`config.mk`:
```
export PLATFORM = sky130hd
export DESIGN_NAME = scroll_spring_friction_step
export DESIGN_NICKNAME = d
export VERILOG_FILES = /design/src/design/ssfs_pkg.sv /design/src/design/ssfs_cfg.sv /design/src/design/scroll_spring_friction_step.sv
export SDC_FILE = /design/constraint.sdc
export NUM_CORES = 2
export LEC_CHECK = 0
export ABC_AREA = 1
export BUFFER_PORTS_ARGS = -buffer_cell sky130_fd_sc_hd__buf_2
export CAP_MARGIN = 10
export CELL_PAD_IN_SITES_DETAIL_PLACEMENT = 0
export CELL_PAD_IN_SITES_GLOBAL_PLACEMENT = 2
export CORE_UTILIZATION = 40
export CTS_CLUSTER_SIZE = 12
export DETAILED_ROUTE_END_ITERATION = 6
export GPL_ROUTABILITY_DRIVEN = 0
export GPL_TIMING_DRIVEN = 0
export PLACE_DENSITY_LB_ADDON = 0.1
export SKIP_LAST_GASP = 1
export SYNTH_ARGS = -nofsm -noshare
export SYNTH_HDL_FRONTEND = slang
export SYNTH_SLANG_ARGS = --single-unit
export TNS_END_PERCENT = 100
```
`constraint.sdc`:
```
create_clock -name clk_i -period 10.55 [get_ports clk_i]
set_clock_uncertainty 0.05 [all_clocks]
set_input_delay 2.11 -clock clk_i [delete_from_list [all_inputs] [get_ports clk_i]]
set_output_delay 2.11 -clock clk_i [all_outputs]
set_load 0.005 [all_outputs]
```
`src/design/ssfs_pkg.sv`:
```
`timescale 1ns / 1ps
package ssfs_pkg;

  localparam int unsigned PcW = 4;

  localparam logic [2:0] RegMinPos    = 3'd0;
  localparam logic [2:0] RegMaxPos    = 3'd1;
  localparam logic [2:0] RegFriction  = 3'd2;
  localparam logic [2:0] RegStiffness = 3'd3;
  localparam logic [2:0] RegDamping   = 3'd4;
  localparam logic [2:0] RegVelTol    = 3'd5;
  localparam logic [2:0] RegPosTol    = 3'd6;
  localparam logic [2:0] RegScale     = 3'd7;

  localparam logic [PcW-1:0] EntryTick   = 4'd0;
  localparam logic [PcW-1:0] EntryFric   = 4'd4;
  localparam logic [PcW-1:0] EntryCommon = 4'd6;
  localparam logic [PcW-1:0] EntryRest   = 4'd11;
  localparam logic [PcW-1:0] EntryLoad   = 4'd15;

  typedef struct packed {
    logic signed [31:0] min_pos;
    logic signed [31:0] max_pos;
    logic signed [31:0] friction;
    logic signed [31:0] stiffness;
    logic signed [31:0] damping;
    logic [30:0]        vel_tol;
    logic signed [31:0] pos_tol;
    logic signed [31:0] scale;
  } cfg_t;

  typedef enum logic [3:0] {
    A_DIST, A_DAMP, A_FRIC, A_VEL, A_HALF, A_ACC, A_TMP, A_POS, A_MAX, A_MIN
  } a_sel_e;

  typedef enum logic [1:0] {
    B_STIFF, B_VEL, B_DT, B_SCALE
  } b_sel_e;

  typedef enum logic [3:0] {
    OP_NOP, OP_PREP, OP_SPW, OP_ACCS, OP_ACCF, OP_T1, OP_TMP, OP_DV, OP_UPD,
    OP_DIST, OP_PW, OP_HI, OP_FIN, OP_LOAD
  } op_e;

  typedef enum logic [1:0] {
    J_NEXT, J_ALWAYS, J_DIST0, J_END
  } jmp_e;

  typedef enum logic {
    ST_IDLE, ST_RUN
  } state_e;

  typedef struct packed {
    a_sel_e         a;
    b_sel_e         b;
    op_e            op;
    jmp_e           jmp;
    logic [PcW-1:0] tgt;
  } ctrl_t;

  function automatic ctrl_t mk(input a_sel_e a, input b_sel_e b, input op_e op,
                               input jmp_e jmp, input logic [PcW-1:0] tgt);
    ctrl_t c;
    c.a   = a;
    c.b   = b;
    c.op  = op;
    c.jmp = jmp;
    c.tgt = tgt;
    return c;
  endfunction

  function automatic ctrl_t ucode(input logic [PcW-1:0] pc);
    ctrl_t c;
    unique case (pc)
      4'd0:  c = mk(A_DIST, B_STIFF, OP_PREP, J_NEXT,   EntryTick);
      4'd1:  c = mk(A_DIST, B_STIFF, OP_NOP,  J_DIST0,  EntryFric);
      4'd2:  c = mk(A_DAMP, B_VEL,   OP_SPW,  J_NEXT,   EntryTick);
      4'd3:  c = mk(A_DAMP, B_VEL,   OP_ACCS, J_ALWAYS, EntryCommon);
      4'd4:  c = mk(A_FRIC, B_VEL,   OP_NOP,  J_NEXT,   EntryTick);
      4'd5:  c = mk(A_FRIC, B_VEL,   OP_ACCF, J_NEXT,   EntryTick);
      4'd6:  c = mk(A_VEL,  B_DT,    OP_NOP,  J_NEXT,   EntryTick);
      4'd7:  c = mk(A_HALF, B_DT,    OP_T1,   J_NEXT,   EntryTick);
      4'd8:  c = mk(A_ACC,  B_DT,    OP_TMP,  J_NEXT,   EntryTick);
      4'd9:  c = mk(A_TMP,  B_DT,    OP_DV,   J_NEXT,   EntryTick);
      4'd10: c = mk(A_TMP,  B_DT,    OP_UPD,  J_NEXT,   EntryTick);
      4'd11: c = mk(A_POS,  B_SCALE, OP_DIST, J_NEXT,   EntryTick);
      4'd12: c = mk(A_MAX,  B_SCALE, OP_PW,   J_NEXT,   EntryTick);
      4'd13: c = mk(A_MIN,  B_SCALE, OP_HI,   J_NEXT,   EntryTick);
      4'd14: c = mk(A_MIN,  B_SCALE, OP_FIN,  J_END,    EntryTick);
      4'd15: c = mk(A_POS,  B_SCALE, OP_LOAD, J_ALWAYS, EntryRest);
    endcase
    return c;
  endfunction

  function automatic logic signed [31:0] sat32(input logic signed [65:0] x);
    logic signed [31:0] r;
    if (x > 66'sh0_0000_0000_7FFF_FFFF) begin
      r = 32'sh7FFF_FFFF;
    end else if (x < -66'sh0_0000_0000_8000_0000) begin
      r = 32'sh8000_0000;
    end else begin
      r = x[31:0];
    end
    return r;
  endfunction

  function automatic logic signed [31:0] limit_dist(input logic signed [31:0] pos,
                                                    input logic signed [31:0] max_pos,
                                                    input logic signed [31:0] min_pos);
    logic signed [31:0] r;
    priority if (pos > max_pos) begin
      r = sat32({{34{max_pos[31]}}, max_pos} - {{34{pos[31]}}, pos});
    end else if (pos < min_pos) begin
      r = sat32({{34{min_pos[31]}}, min_pos} - {{34{pos[31]}}, pos});
    end else begin
      r = '0;
    end
    return r;
  endfunction

endpackage

```
`src/design/ssfs_cfg.sv`:
```
`timescale 1ns / 1ps
module ssfs_cfg
  import ssfs_pkg::*;
#(
  parameter int unsigned FRAC_BITS = 16
) (
  input  logic        clk_i,
  input  logic        rst_ni,
  input  logic        psel,
  input  logic        penable,
  input  logic        pwrite,
  input  logic [4:0]  paddr,
  input  logic [31:0] pwdata,
  output logic [31:0] prdata,
  output logic        pready,
  output cfg_t        cfg_o
);

  localparam logic signed [31:0] ScaleOne = 32'(64'd1 << FRAC_BITS);

  cfg_t       cfg_q;
  logic [2:0] idx;
  logic       wr;

  assign idx    = paddr[4:2];
  assign wr     = psel && penable && pwrite;
  assign pready = 1'b1;
  assign cfg_o  = cfg_q;

  always_ff @(posedge clk_i or negedge rst_ni) begin
    if (!rst_ni) begin
      cfg_q.min_pos   <= 32'sh8000_0000;
      cfg_q.max_pos   <= 32'sh7FFF_FFFF;
      cfg_q.friction  <= '0;
      cfg_q.stiffness <= '0;
      cfg_q.damping   <= '0;
      cfg_q.vel_tol   <= '0;
      cfg_q.pos_tol   <= '0;
      cfg_q.scale     <= ScaleOne;
    end else if (wr) begin
      unique case (idx)
        RegMinPos:    cfg_q.min_pos   <= pwdata;
        RegMaxPos:    cfg_q.max_pos   <= pwdata;
        RegFriction:  cfg_q.friction  <= pwdata;
        RegStiffness: cfg_q.stiffness <= pwdata;
        RegDamping:   cfg_q.damping   <= pwdata;
        RegVelTol:    cfg_q.vel_tol   <= pwdata[30:0];
        RegPosTol:    cfg_q.pos_tol   <= pwdata;
        RegScale:     cfg_q.scale     <= pwdata;
      endcase
    end
  end

  always_comb begin
    unique case (idx)
      RegMinPos:    prdata = cfg_q.min_pos;
      RegMaxPos:    prdata = cfg_q.max_pos;
      RegFriction:  prdata = cfg_q.friction;
      RegStiffness: prdata = cfg_q.stiffness;
      RegDamping:   prdata = cfg_q.damping;
      RegVelTol:    prdata = {1'b0, cfg_q.vel_tol};
      RegPosTol:    prdata = cfg_q.pos_tol;
      RegScale:     prdata = cfg_q.scale;
    endcase
  end

endmodule

```
`src/design/scroll_spring_friction_step.sv`:
```
`timescale 1ns / 1ps
// Scroll dynamics step: holds position, velocity and last time (signed fixed point with
// FRAC_BITS fraction bits) and returns one word per input word. A tick passes from
// acceptance to a registered result through 13 microcode steps (spring and friction
// branches alike) that share a single 32x32 multiplier with a
// registered product. A set-state word passes through acceptance, load, then the 4-step
// limit and rest evaluation. A new input word is taken as soon as the sequencer is idle,
// while the previous result may still wait on the output register; the final step holds
// until that register is free.
module scroll_spring_friction_step
  import ssfs_pkg::*;
#(
  parameter int unsigned FRAC_BITS = 16
) (
  input  logic         clk_i,
  input  logic         rst_ni,
  input  logic         s_axis_tvalid,
  output logic         s_axis_tready,
  // now_time, load_position, load_velocity
  input  logic [95:0]  s_axis_tdata,
  // opcode
  input  logic [0:0]   s_axis_tuser,
  output logic         m_axis_tvalid,
  input  logic         m_axis_tready,
  // cur_position, cur_velocity, limit_distance, at_rest, zero pad
  output logic [103:0] m_axis_tdata,
  input  logic         psel,
  input  logic         penable,
  input  logic         pwrite,
  input  logic [4:0]   paddr,
  input  logic [31:0]  pwdata,
  output logic [31:0]  prdata,
  output logic         pready
);

  localparam logic signed [31:0] MaxDt = 32'(((64'd1 << FRAC_BITS) + 64'd30) / 64'd60);

  cfg_t cfg;

  ssfs_cfg #(
    .FRAC_BITS(FRAC_BITS)
  ) u_cfg (
    .clk_i  (clk_i),
    .rst_ni (rst_ni),
    .psel   (psel),
    .penable(penable),
    .pwrite (pwrite),
    .paddr  (paddr),
    .pwdata (pwdata),
    .prdata (prdata),
    .pready (pready),
    .cfg_o  (cfg)
  );

  state_e         state_q, state_d;
  logic [PcW-1:0] pc_q, pc_d;
  ctrl_t          ctrl;
  logic           in_acc, adv, fin;
  logic           out_valid_q, out_valid_d;

  logic signed [31:0] now_q, ld_pos_q, ld_vel_q;
  logic signed [31:0] pos_q, vel_q, last_q;
  logic signed [31:0] dt_q, dist_q, sp_q, acc_q, t1_q, tmp_q, dv_q;
  logic signed [63:0] prod_q, p_q, hi_q;
  logic signed [31:0] op_a, op_b, half, sh_sat, dt_raw;
  logic signed [63:0] sh;

  logic signed [31:0] out_pos_q, out_vel_q, out_dist_q, odist_q;
  logic               out_rest_q, rest;
  logic [32:0]        vel_abs;
  logic signed [65:0] p_ext, tol_ext;

  assign ctrl   = ucode(pc_q);
  assign in_acc = s_axis_tvalid && s_axis_tready;
  assign fin    = (ctrl.op == OP_FIN);

  always_ff @(posedge clk_i or negedge rst_ni) begin
    if (!rst_ni) begin
      state_q     <= ST_IDLE;
      pc_q        <= EntryTick;
      out_valid_q <= 1'b0;
    end else begin
      state_q     <= state_d;
      pc_q        <= pc_d;
      out_valid_q <= out_valid_d;
    end
  end

  always_comb begin
    state_d       = state_q;
    pc_d          = pc_q;
    out_valid_d   = out_valid_q && !m_axis_tready;
    s_axis_tready = 1'b0;
    adv           = 1'b0;
    unique case (state_q)
      ST_IDLE: begin
        s_axis_tready = 1'b1;
        if (s_axis_tvalid) begin
          state_d = ST_RUN;
          pc_d    = s_axis_tuser[0] ? EntryLoad : EntryTick;
        end
      end
      ST_RUN: begin
        adv = !(fin && out_valid_q && !m_axis_tready);
        if (adv) begin
          unique case (ctrl.jmp)
            J_NEXT:   pc_d = pc_q + 4'd1;
            J_ALWAYS: pc_d = ctrl.tgt;
            J_DIST0:  pc_d = (dist_q == '0) ? ctrl.tgt : pc_q + 4'd1;
            J_END: begin
              state_d     = ST_IDLE;
              out_valid_d = 1'b1;
            end
          endcase
        end
      end
    endcase
  end

  assign half = acc_q >>> 1;

  always_comb begin
    unique case (ctrl.a)
      A_DIST:  op_a = dist_q;
      A_DAMP:  op_a = cfg.damping;
      A_FRIC:  op_a = cfg.friction;
      A_VEL:   op_a = vel_q;
      A_HALF:  op_a = half;
      A_ACC:   op_a = acc_q;
      A_TMP:   op_a = tmp_q;
      A_POS:   op_a = pos_q;
      A_MAX:   op_a = cfg.max_pos;
      A_MIN:   op_a = cfg.min_pos;
      default: op_a = '0;
    endcase
    unique case (ctrl.b)
      B_STIFF: op_b = cfg.stiffness;
      B_VEL:   op_b = vel_q;
      B_DT:    op_b = dt_q;
      B_SCALE: op_b = cfg.scale;
    endcase
  end

  assign sh     = prod_q >>> FRAC_BITS;
  assign sh_sat = sat32({{2{sh[63]}}, sh});
  assign dt_raw = sat32({{34{now_q[31]}}, now_q} - {{34{last_q[31]}}, last_q});

  // rest test with the min-limit product taken straight from the multiplier
  assign vel_abs = vel_q[31] ? (33'd0 - {1'b1, vel_q}) : {1'b0, vel_q};
  assign p_ext   = {{2{p_q[63]}}, p_q};
  assign tol_ext = {{34{cfg.pos_tol[31]}}, cfg.pos_tol};
  assign rest    = (vel_abs < {2'b00, cfg.vel_tol})
                && (p_ext - tol_ext < $signed({{2{hi_q[63]}}, hi_q}))
                && (p_ext + tol_ext > $signed({{2{sh[63]}}, sh}));

  always_ff @(posedge clk_i) begin
    if (in_acc) begin
      now_q    <= s_axis_tdata[31:0];
      ld_pos_q <= s_axis_tdata[63:32];
      ld_vel_q <= s_axis_tdata[95:64];
    end
    if (adv) begin
      prod_q <= op_a * op_b;
      unique case (ctrl.op)
        OP_PREP: begin
          dt_q   <= (dt_raw > MaxDt) ? MaxDt : dt_raw;
          dist_q <= limit_dist(pos_q, cfg.max_pos, cfg.min_pos);
        end
        OP_SPW:  sp_q <= sh_sat;
        OP_ACCS: acc_q <= sat32({{34{sp_q[31]}}, sp_q} - {{34{sh_sat[31]}}, sh_sat});
        OP_ACCF: acc_q <= sat32(66'sd0 - {{34{sh_sat[31]}}, sh_sat});
        OP_T1:   t1_q <= sh_sat;
        OP_TMP:  tmp_q <= sh_sat;
        OP_DV:   dv_q <= sh_sat;
        OP_DIST: odist_q <= limit_dist(pos_q, cfg.max_pos, cfg.min_pos);
        OP_PW:   p_q <= sh;
        OP_HI:   hi_q <= sh;
        OP_FIN: begin
          out_pos_q  <= pos_q;
          out_vel_q  <= vel_q;
          out_dist_q <= odist_q;
          out_rest_q <= rest;
        end
        default: ;
      endcase
    end
  end

  always_ff @(posedge clk_i or negedge rst_ni) begin
    if (!rst_ni) begin
      pos_q  <= '0;
      vel_q  <= '0;
      last_q <= '0;
    end else if (adv) begin
      unique case (ctrl.op)
        OP_PREP: last_q <= now_q;
        OP_UPD: begin
          pos_q <= sat32({{34{pos_q[31]}}, pos_q} + {{34{t1_q[31]}}, t1_q}
                         + {{34{sh_sat[31]}}, sh_sat});
          vel_q <= sat32({{34{vel_q[31]}}, vel_q} + {{34{dv_q[31]}}, dv_q});
        end
        OP_LOAD: begin
          pos_q  <= ld_pos_q;
          vel_q  <= ld_vel_q;
          last_q <= now_q;
        end
        default: ;
      endcase
    end
  end

  assign m_axis_tvalid = out_valid_q;
  assign m_axis_tdata  = {7'd0, out_rest_q, out_dist_q, out_vel_q, out_pos_q};

endmodule

```
---- Yosys cells after proc, flatten, opt, wreduce, memory -nomap -nowiden ----
Memories as Yosys holds them, arrays and structs flattened.
Cells that the tools add are included.
W data, S select, Z words.
cells by class
  reductions and logical operators ........ 39
  muxes and demuxes ....................... 40
  $mul .................................... 1
  shifts and indexed selects .............. 0
  div/mod/pow operators ................... 0
  order comparisons ....................... 22
  equality and inequality tests ........... 38
  add/sub/neg operators ................... 12
  bitwise logic cells ..................... 1
operator list
  cell                     number
  $mux W32                 18
  $pmux W32 S10            1
  $pmux W32 S8             1
  $gt A33 B32 Y1 const B   6
  $lt A33 B32 Y1 const B   6
  $pmux W32 S2             3
  $sub A32 B32 Y33         4
  $pmux W32 S4             1
  $add A32 B32 Y33         2
  $mul A32 B32 Y64         1
  $add A48 B32 Y49         1
  $gt A49 B48 Y1           1
  $lt A49 B48 Y1           1
  $sub A48 B32 Y49         1
  $gt A48 B32 Y1 const B   1
  $lt A48 B32 Y1 const B   1
  $reduce_and A2 Y1        20
  $add A33 B32 Y34         1
  $gt A34 B32 Y1 const B   1
  $lt A34 B32 Y1 const B   1
  $lt A33 B31 Y1           1
  $mux W33                 1
  $sub A1 B32 Y33 const A  1
  $sub A1 B33 Y33 const A  1
  30 further kinds         77
storage, ports and cells
  bits in latches ......................... 0
  register bits after elaboration ......... 966
  logic and storage cells ................. 186
  input port bits ......................... 141
  ROM bits ................................ 256
  output and inout bits ................... 139
  memories ................................ 1
  bits in writable memories ............... 0
memories
  memory           depth  width  rd ports  clocked after memory_dff  wr ports  RTL line        RTL
  (no name shown)  16     16     1         0                         0         ssfs_pkg.sv:74  unique case (pc)

---- Logic depth before layout (Yosys ltp) ----
  depth in word-level cells ............... 8
  depth in mapped cells ................... 46
  gate-level depth less buffers ........... 43

---- Cells and area by module ----
From an unflattened synthesis, not the netlist that was laid out.
second synthesis, totals
  cells, all modules ...................... 12373
  area, all modules ....................... 100238.6 um^2
modules (own cells, without submodules)
  module                       area each (um^2)  cells an instance  times used
  scroll_spring_friction_step  88473.6           10958              1
  ssfs_cfg                     11765.0           1415               1

---- Worst setup path before layout ----
Ideal clock, no wire load.
  path kind ............................... input port to flip-flop
  start point ............................. input port m_axis_tready
  end point ............................... register last_q[10]
  data required time ...................... 10.376 ns
  path buffers ............................ 1
  cell stages on the path ................. 7
  setup slack ............................. 0.939 ns
  data arrival time ....................... 9.437 ns
  path through ............................ or3_1 > nand2_1 > nor4_1 > a21oi_2 > buf_2 > nor2_1 > a21oi_1
on the way
  cells in the longest elaborated chain, start to end .. 5
ends and longest elaborated chain
  what                                RTL line                            RTL
  from (decl)                         scroll_spring_friction_step.sv:24   input logic m_axis_tready,
  $logic_not A1 Y1                    scroll_spring_friction_step.sv:104  adv = !(fin && out_valid_q && !m_axis_tready);
  $logic_and A1 B1 Y1                 scroll_spring_friction_step.sv:104
  $logic_not A1 Y1                    scroll_spring_friction_step.sv:104
  $mux W1                             scroll_spring_friction_step.sv:95   unique case (state_q)
  $reduce_and A2 Y1 (no source line)  --
  to (signal assigned)                scroll_spring_friction_step.sv:196  OP_PREP: last_q <= now_q;
  to (signal assigned)                scroll_spring_friction_step.sv:205  last_q <= now_q;
  to (decl)                           scroll_spring_friction_step.sv:62   logic signed [31:0] pos_q, vel_q, last_q;
No other way between the ends.
A chain may end at the register's enable or synchronous reset.

---- Worst setup path in the final report ----
  start point ............................. register pc_q[1]
  end point ............................... register prod_q[53] (data pin)
on the way
  cells in the longest elaborated chain, start to end .. 4
  elaborated cells between the ends (all ways) .. 18
  those cells by class .................... mul (1); eq/ne (12); mux (2); reduce/logical (2); memory (1)
ends and longest elaborated chain
  what                                           RTL line                                                                RTL
  from (decl)                                    scroll_spring_friction_step.sv:56                                       logic [PcW-1:0] pc_q, pc_d;
  from (signal assigned)                         scroll_spring_friction_step.sv:80                                       pc_q <= EntryTick;
  from (signal assigned)                         scroll_spring_friction_step.sv:84                                       pc_q <= pc_d;
  $mem_v2 Z16 W16 (*)                            --
  $eq A4 B4 Y1 (tied with other cells)           scroll_spring_friction_step.sv:123                                      unique case (ctrl.a)
  $pmux W32 S10 or $pmux W32 S4 (tied branches)  scroll_spring_friction_step.sv:123, scroll_spring_friction_step.sv:136
  $mul A32 B32 Y64 (*)                           scroll_spring_friction_step.sv:163                                      prod_q <= op_a * op_b;
  to (signal assigned)                           scroll_spring_friction_step.sv:163
  to (decl)                                      scroll_spring_friction_step.sv:64                                       logic signed [63:0] prod_q, p_q, hi_q;
Every way passes the cells marked *; elsewhere a longest branch is shown, timed or not.

==> summary by stage <==
STA
Setup repair after global routing could not meet its margin everywhere. At the pin with the least slew margin, the transition time is 1.424 ns. After routing, the total negative slack on setup checks comes to 0 ns. The number of pins with negative max-slew slack in the final report was 0.

The number of hold violations in the final report is 0. The final count of negative-setup-slack endpoints is 0. Counting I/O delays and the setup requirement, the final critical path takes 10.49 ns.

The relative slew slack is 4.339%. The share of the cycle needed by the critical path after routing is 99.39%. Derived from the worst setup path, the maximum achievable clock frequency is 0.09537 GHz.

Worst setup path
The kind of cell with the highest combined delay along the critical path is adder cells. The maximum fanout encountered on the critical timing path is 10. The largest single stage delay on the critical path is 0.89 ns. For the worst setup path, the data required time is 11.06 ns. STA puts the critical path data arrival time at 11.00 ns. The worst setup path is launched from a flop. The critical path capture point type is a flop.

For this design, the slowest cell found on the critical path is sky130_fd_sc_hd__clkbuf_1. The cell that appears most often on the critical path is sky130_fd_sc_hd__fa_1. Together, buffers and inverters on the worst path number 9.

The critical path start-end classification is flop to flop.

Yosys
Among all cell types in the netlist, the one instantiated most often is sky130_fd_sc_hd__nand2_1. The cell count after synthesis is 11600. The synthesized area is 97310 um^2.

The post-synthesis cell type with the largest combined area is sky130_fd_sc_hd__fa_1. In this run the mean area of a mapped cell was 8.389 um^2. Sequential cells were found to cover 27.52% of the synthesized design area. By area the synthesized netlist is led by sky130_fd_sc_hd__fa_1 23%, sky130_fd_sc_hd__edfxtp_1 18%, sky130_fd_sc_hd__nand2_1 8.9%. The most used flip-flop cell after synthesis is sky130_fd_sc_hd__edfxtp_1. The netlist uses 73 different library cells. The register bit total from synthesis is 950. In this run, synthesis inferred 593 flip-flops with an integrated enable. The Yosys step of the flow raised 0 warnings.

Summed over its instances, the top area cell type makes up 23.06% of the synthesized netlist area. After synthesis, the most frequently instantiated cells are 2312 x sky130_fd_sc_hd__nand2_1, 2282 x sky130_fd_sc_hd__inv_1, 1154 x sky130_fd_sc_hd__nor2_1. The async set or reset register ratio after synthesis is 37.58%.

Routing
The DRC violation count after routing is 2. The overall routed net length is 455500 um. After detailed routing, the number of vias per cell comes to 5.639.

In this run, the number of DRC markers left after iteration 0 of detailed routing was 10174. Once detail routing completed, the nets flagged for antenna violations numbered 0. The number of iterations in the first detailed-routing pass is 7. In the final routed layout, each cell accounts on average for 29.48 um. The detailed router placed 87107 vias in this run.

Clock tree
The clock reaches the later pin of the worst-skew pair after 0.83 ns. Clock-pin slew was measured on the worst setup and hold paths at 0.06 ns. Clock tree synthesis found a total of 950 sinks. The clock tree synthesis step divided the H-tree into 3 levels. Buffers inserted during clock tree synthesis total 113. The number of hold-repair buffers added at the cts stage is 0.

The cell chosen for the clock root is sky130_fd_sc_hd__clkbuf_16. TritonCTS built the clock tree. In this run the deepest clock path goes through 3 buffers.

Run status
The final reports fail on DRC. The flow ran to the end, but the final reports show violations.

Global route
The total global routing overflow is 0. The maximum number of pins on one net before global-route repair is 115. The number of global-route vias before repair is 85472. Across every metal layer, demand over resource in global routing totals 36.96%.

The number of antenna violations at the first check in global routing is 60. The first global-routing pass estimated 636700 um of wire.

Finish
The sequential cells in the finished layout cover a total of 26790 um^2. Fill cells in the final layout number 24205. In the final layout, the multi-input gates occupy 61500 um^2.

The layout-stage area growth over the synthesis result is 13.55%. In the final layout, the share of cells above drive strength 1 is 10.38%. The number of nets in the finished design is 14019.

Worst hold path
The path class of the tightest hold or removal check is flop to flop.

Die
The top-level port count is 280. The initial utilization of the core area, before any placement, comes to 40.34%. The standard cell core area is 241200 um^2. The number of placement rows is 180. The floorplan step set the die height to 495.2 um. The area of the die is 245200 um^2. The die extent in x is 495.2 um.

Place
The post-detailed-placement half-perimeter wirelength is 378900 um. The number of buffer cells added on primary ports is 268.

Flow run
Max-cap violations in this run came to 0.
[layer usage]
layer / global-route usage, % / share of wire (%) / vias to the layer above
met5: 0.5479 / 0.059 / -
met4: 21.81 / 7.2 / 28
met3: 9.126 / 10 / 1110
met2: 54.07 / 42 / 4656
met1: 49.41 / 41 / 43518
li1: - / - / 37795
[cells by family after synthesis]
| group | synth area share [%] |
|---|---|
| other | 0.007718 |
| flip-flops | 27.52 |
| adder cells (fa/ha/maj) | 31.04 |
| AO/OA/AOI/OAI | 11.45 |
| AND/OR/NAND/NOR | 16.12 |
| buffers and inverters | 10.74 |
| XOR/XNOR | 3.114 |
[worst register-to-register path: cells and delay by family (launching register included)]
kind	cells	cell delay [ns]
XOR/XNOR	1	0.16
AO/OA/AOI/OAI	8	1.76
adder cells (fa/ha/maj)	10	4.89
AND/OR/NAND/NOR	4	0.48
flip-flops	1	0.44
buffers and inverters	9	2.46
[what timing repair did]
| item | in CTS | in global routing |
|---|---|---|
| pin swaps | 23 | 21 |
| resized for setup | 443 | 311 |
| setup endpoints to repair | 48 | 43 |
| buffers inserted | 54 | 44 |
[worst paths after layout]
| path | start | endpoint | slack (ns) | depth (start not counted) |
|---|---|---|---|---|
| max | pc_q[1] | prod_q[53] | 0.06 | 32 |
| min | pos_q[7] | out_pos_q[7] | 0.36 | 0 |
| max reg2reg | pc_q[1] | prod_q[53] | 0.06 | 32 |
| min reg2reg | pos_q[7] | out_pos_q[7] | 0.36 | 0 |
| max in group asynchronous | rst_ni | u_cfg.cfg_o[78] | 7.08 | 4 |
| min in group asynchronous | rst_ni | last_q[14] | 1.18 | 1 |
[metrics by stage]
stage / std cells / instance area, um^2 / hold WS [ns] / util [%] / setup WS, ns
after floorplan: 11606 / 97330 / 0.3503 / - / 0.9395
after global placement: 15059 / 102700 / 0.3514 / 42.56 / -5.160
after detailed placement: 15111 / 103600 / 0.3545 / 42.95 / -2.724
after CTS: 15378 / 109300 / 0.3691 / 45.30 / -0.02641
after global routing: 15430 / 110400 / 0.3732 / 45.79 / -0.06073
final: 15448 / 110500 / 0.3641 / 45.81 / 0.06442
[placed cells by master (no fill, tap or decap), types with 45 or more instances in the layout]
master,instances
sky130_fd_sc_hd__clkbuf_1,193
sky130_fd_sc_hd__nor3_1,64
sky130_fd_sc_hd__edfxtp_1,593
sky130_fd_sc_hd__a221oi_1,91
sky130_fd_sc_hd__buf_4,138
sky130_fd_sc_hd__buf_6,45
sky130_fd_sc_hd__a21oi_2,49
sky130_fd_sc_hd__nand2_2,58
sky130_fd_sc_hd__fa_1,1099
sky130_fd_sc_hd__inv_1,2259
sky130_fd_sc_hd__xnor2_1,86
sky130_fd_sc_hd__a31oi_1,50
sky130_fd_sc_hd__o21ai_0,630
sky130_fd_sc_hd__nand3_1,225
sky130_fd_sc_hd__clkbuf_16,116
sky130_fd_sc_hd__buf_2,308
sky130_fd_sc_hd__clkbuf_2,64
sky130_fd_sc_hd__xor2_1,259
sky130_fd_sc_hd__nor2_1,1123
sky130_fd_sc_hd__dfrtp_1,321
sky130_fd_sc_hd__a21oi_1,582
sky130_fd_sc_hd__o211ai_1,52
sky130_fd_sc_hd__nand4_1,63
sky130_fd_sc_hd__ha_1,603
sky130_fd_sc_hd__a21o_1,60
sky130_fd_sc_hd__nand2_1,2267
sky130_fd_sc_hd__o22ai_1,68
[registers in the layout, indices dropped and copies added, names as in the netlist, 48 cells and up]
| register | flops |
|---|---|
| hi_q | 48 |
| prod_q | 48 |
| u_cfg.cfg_o | 255 |
| p_q | 48 |
[cell type report]
| class | instances | share of cell area (%) |
|---|---|---|
| Clock inverter | 58 | 0.6579 |
| Buffer | 398 | 2.118 |
| Antenna cell | 26 | 0.05889 |
| Timing Repair Buffer | 419 | 2.867 |
| Inverter | 2322 | 7.986 |
| Sequential cell | 950 | 24.24 |
| Multi-Input combinational cell | 7933 | 55.66 |
| Tap cell | 3185 | 3.607 |
| Clock buffer | 157 | 2.802 |
Power is left out: the tool's default activity adds up to more than one toggle a clock period on the data nets, which glitch-free logic cannot reach.
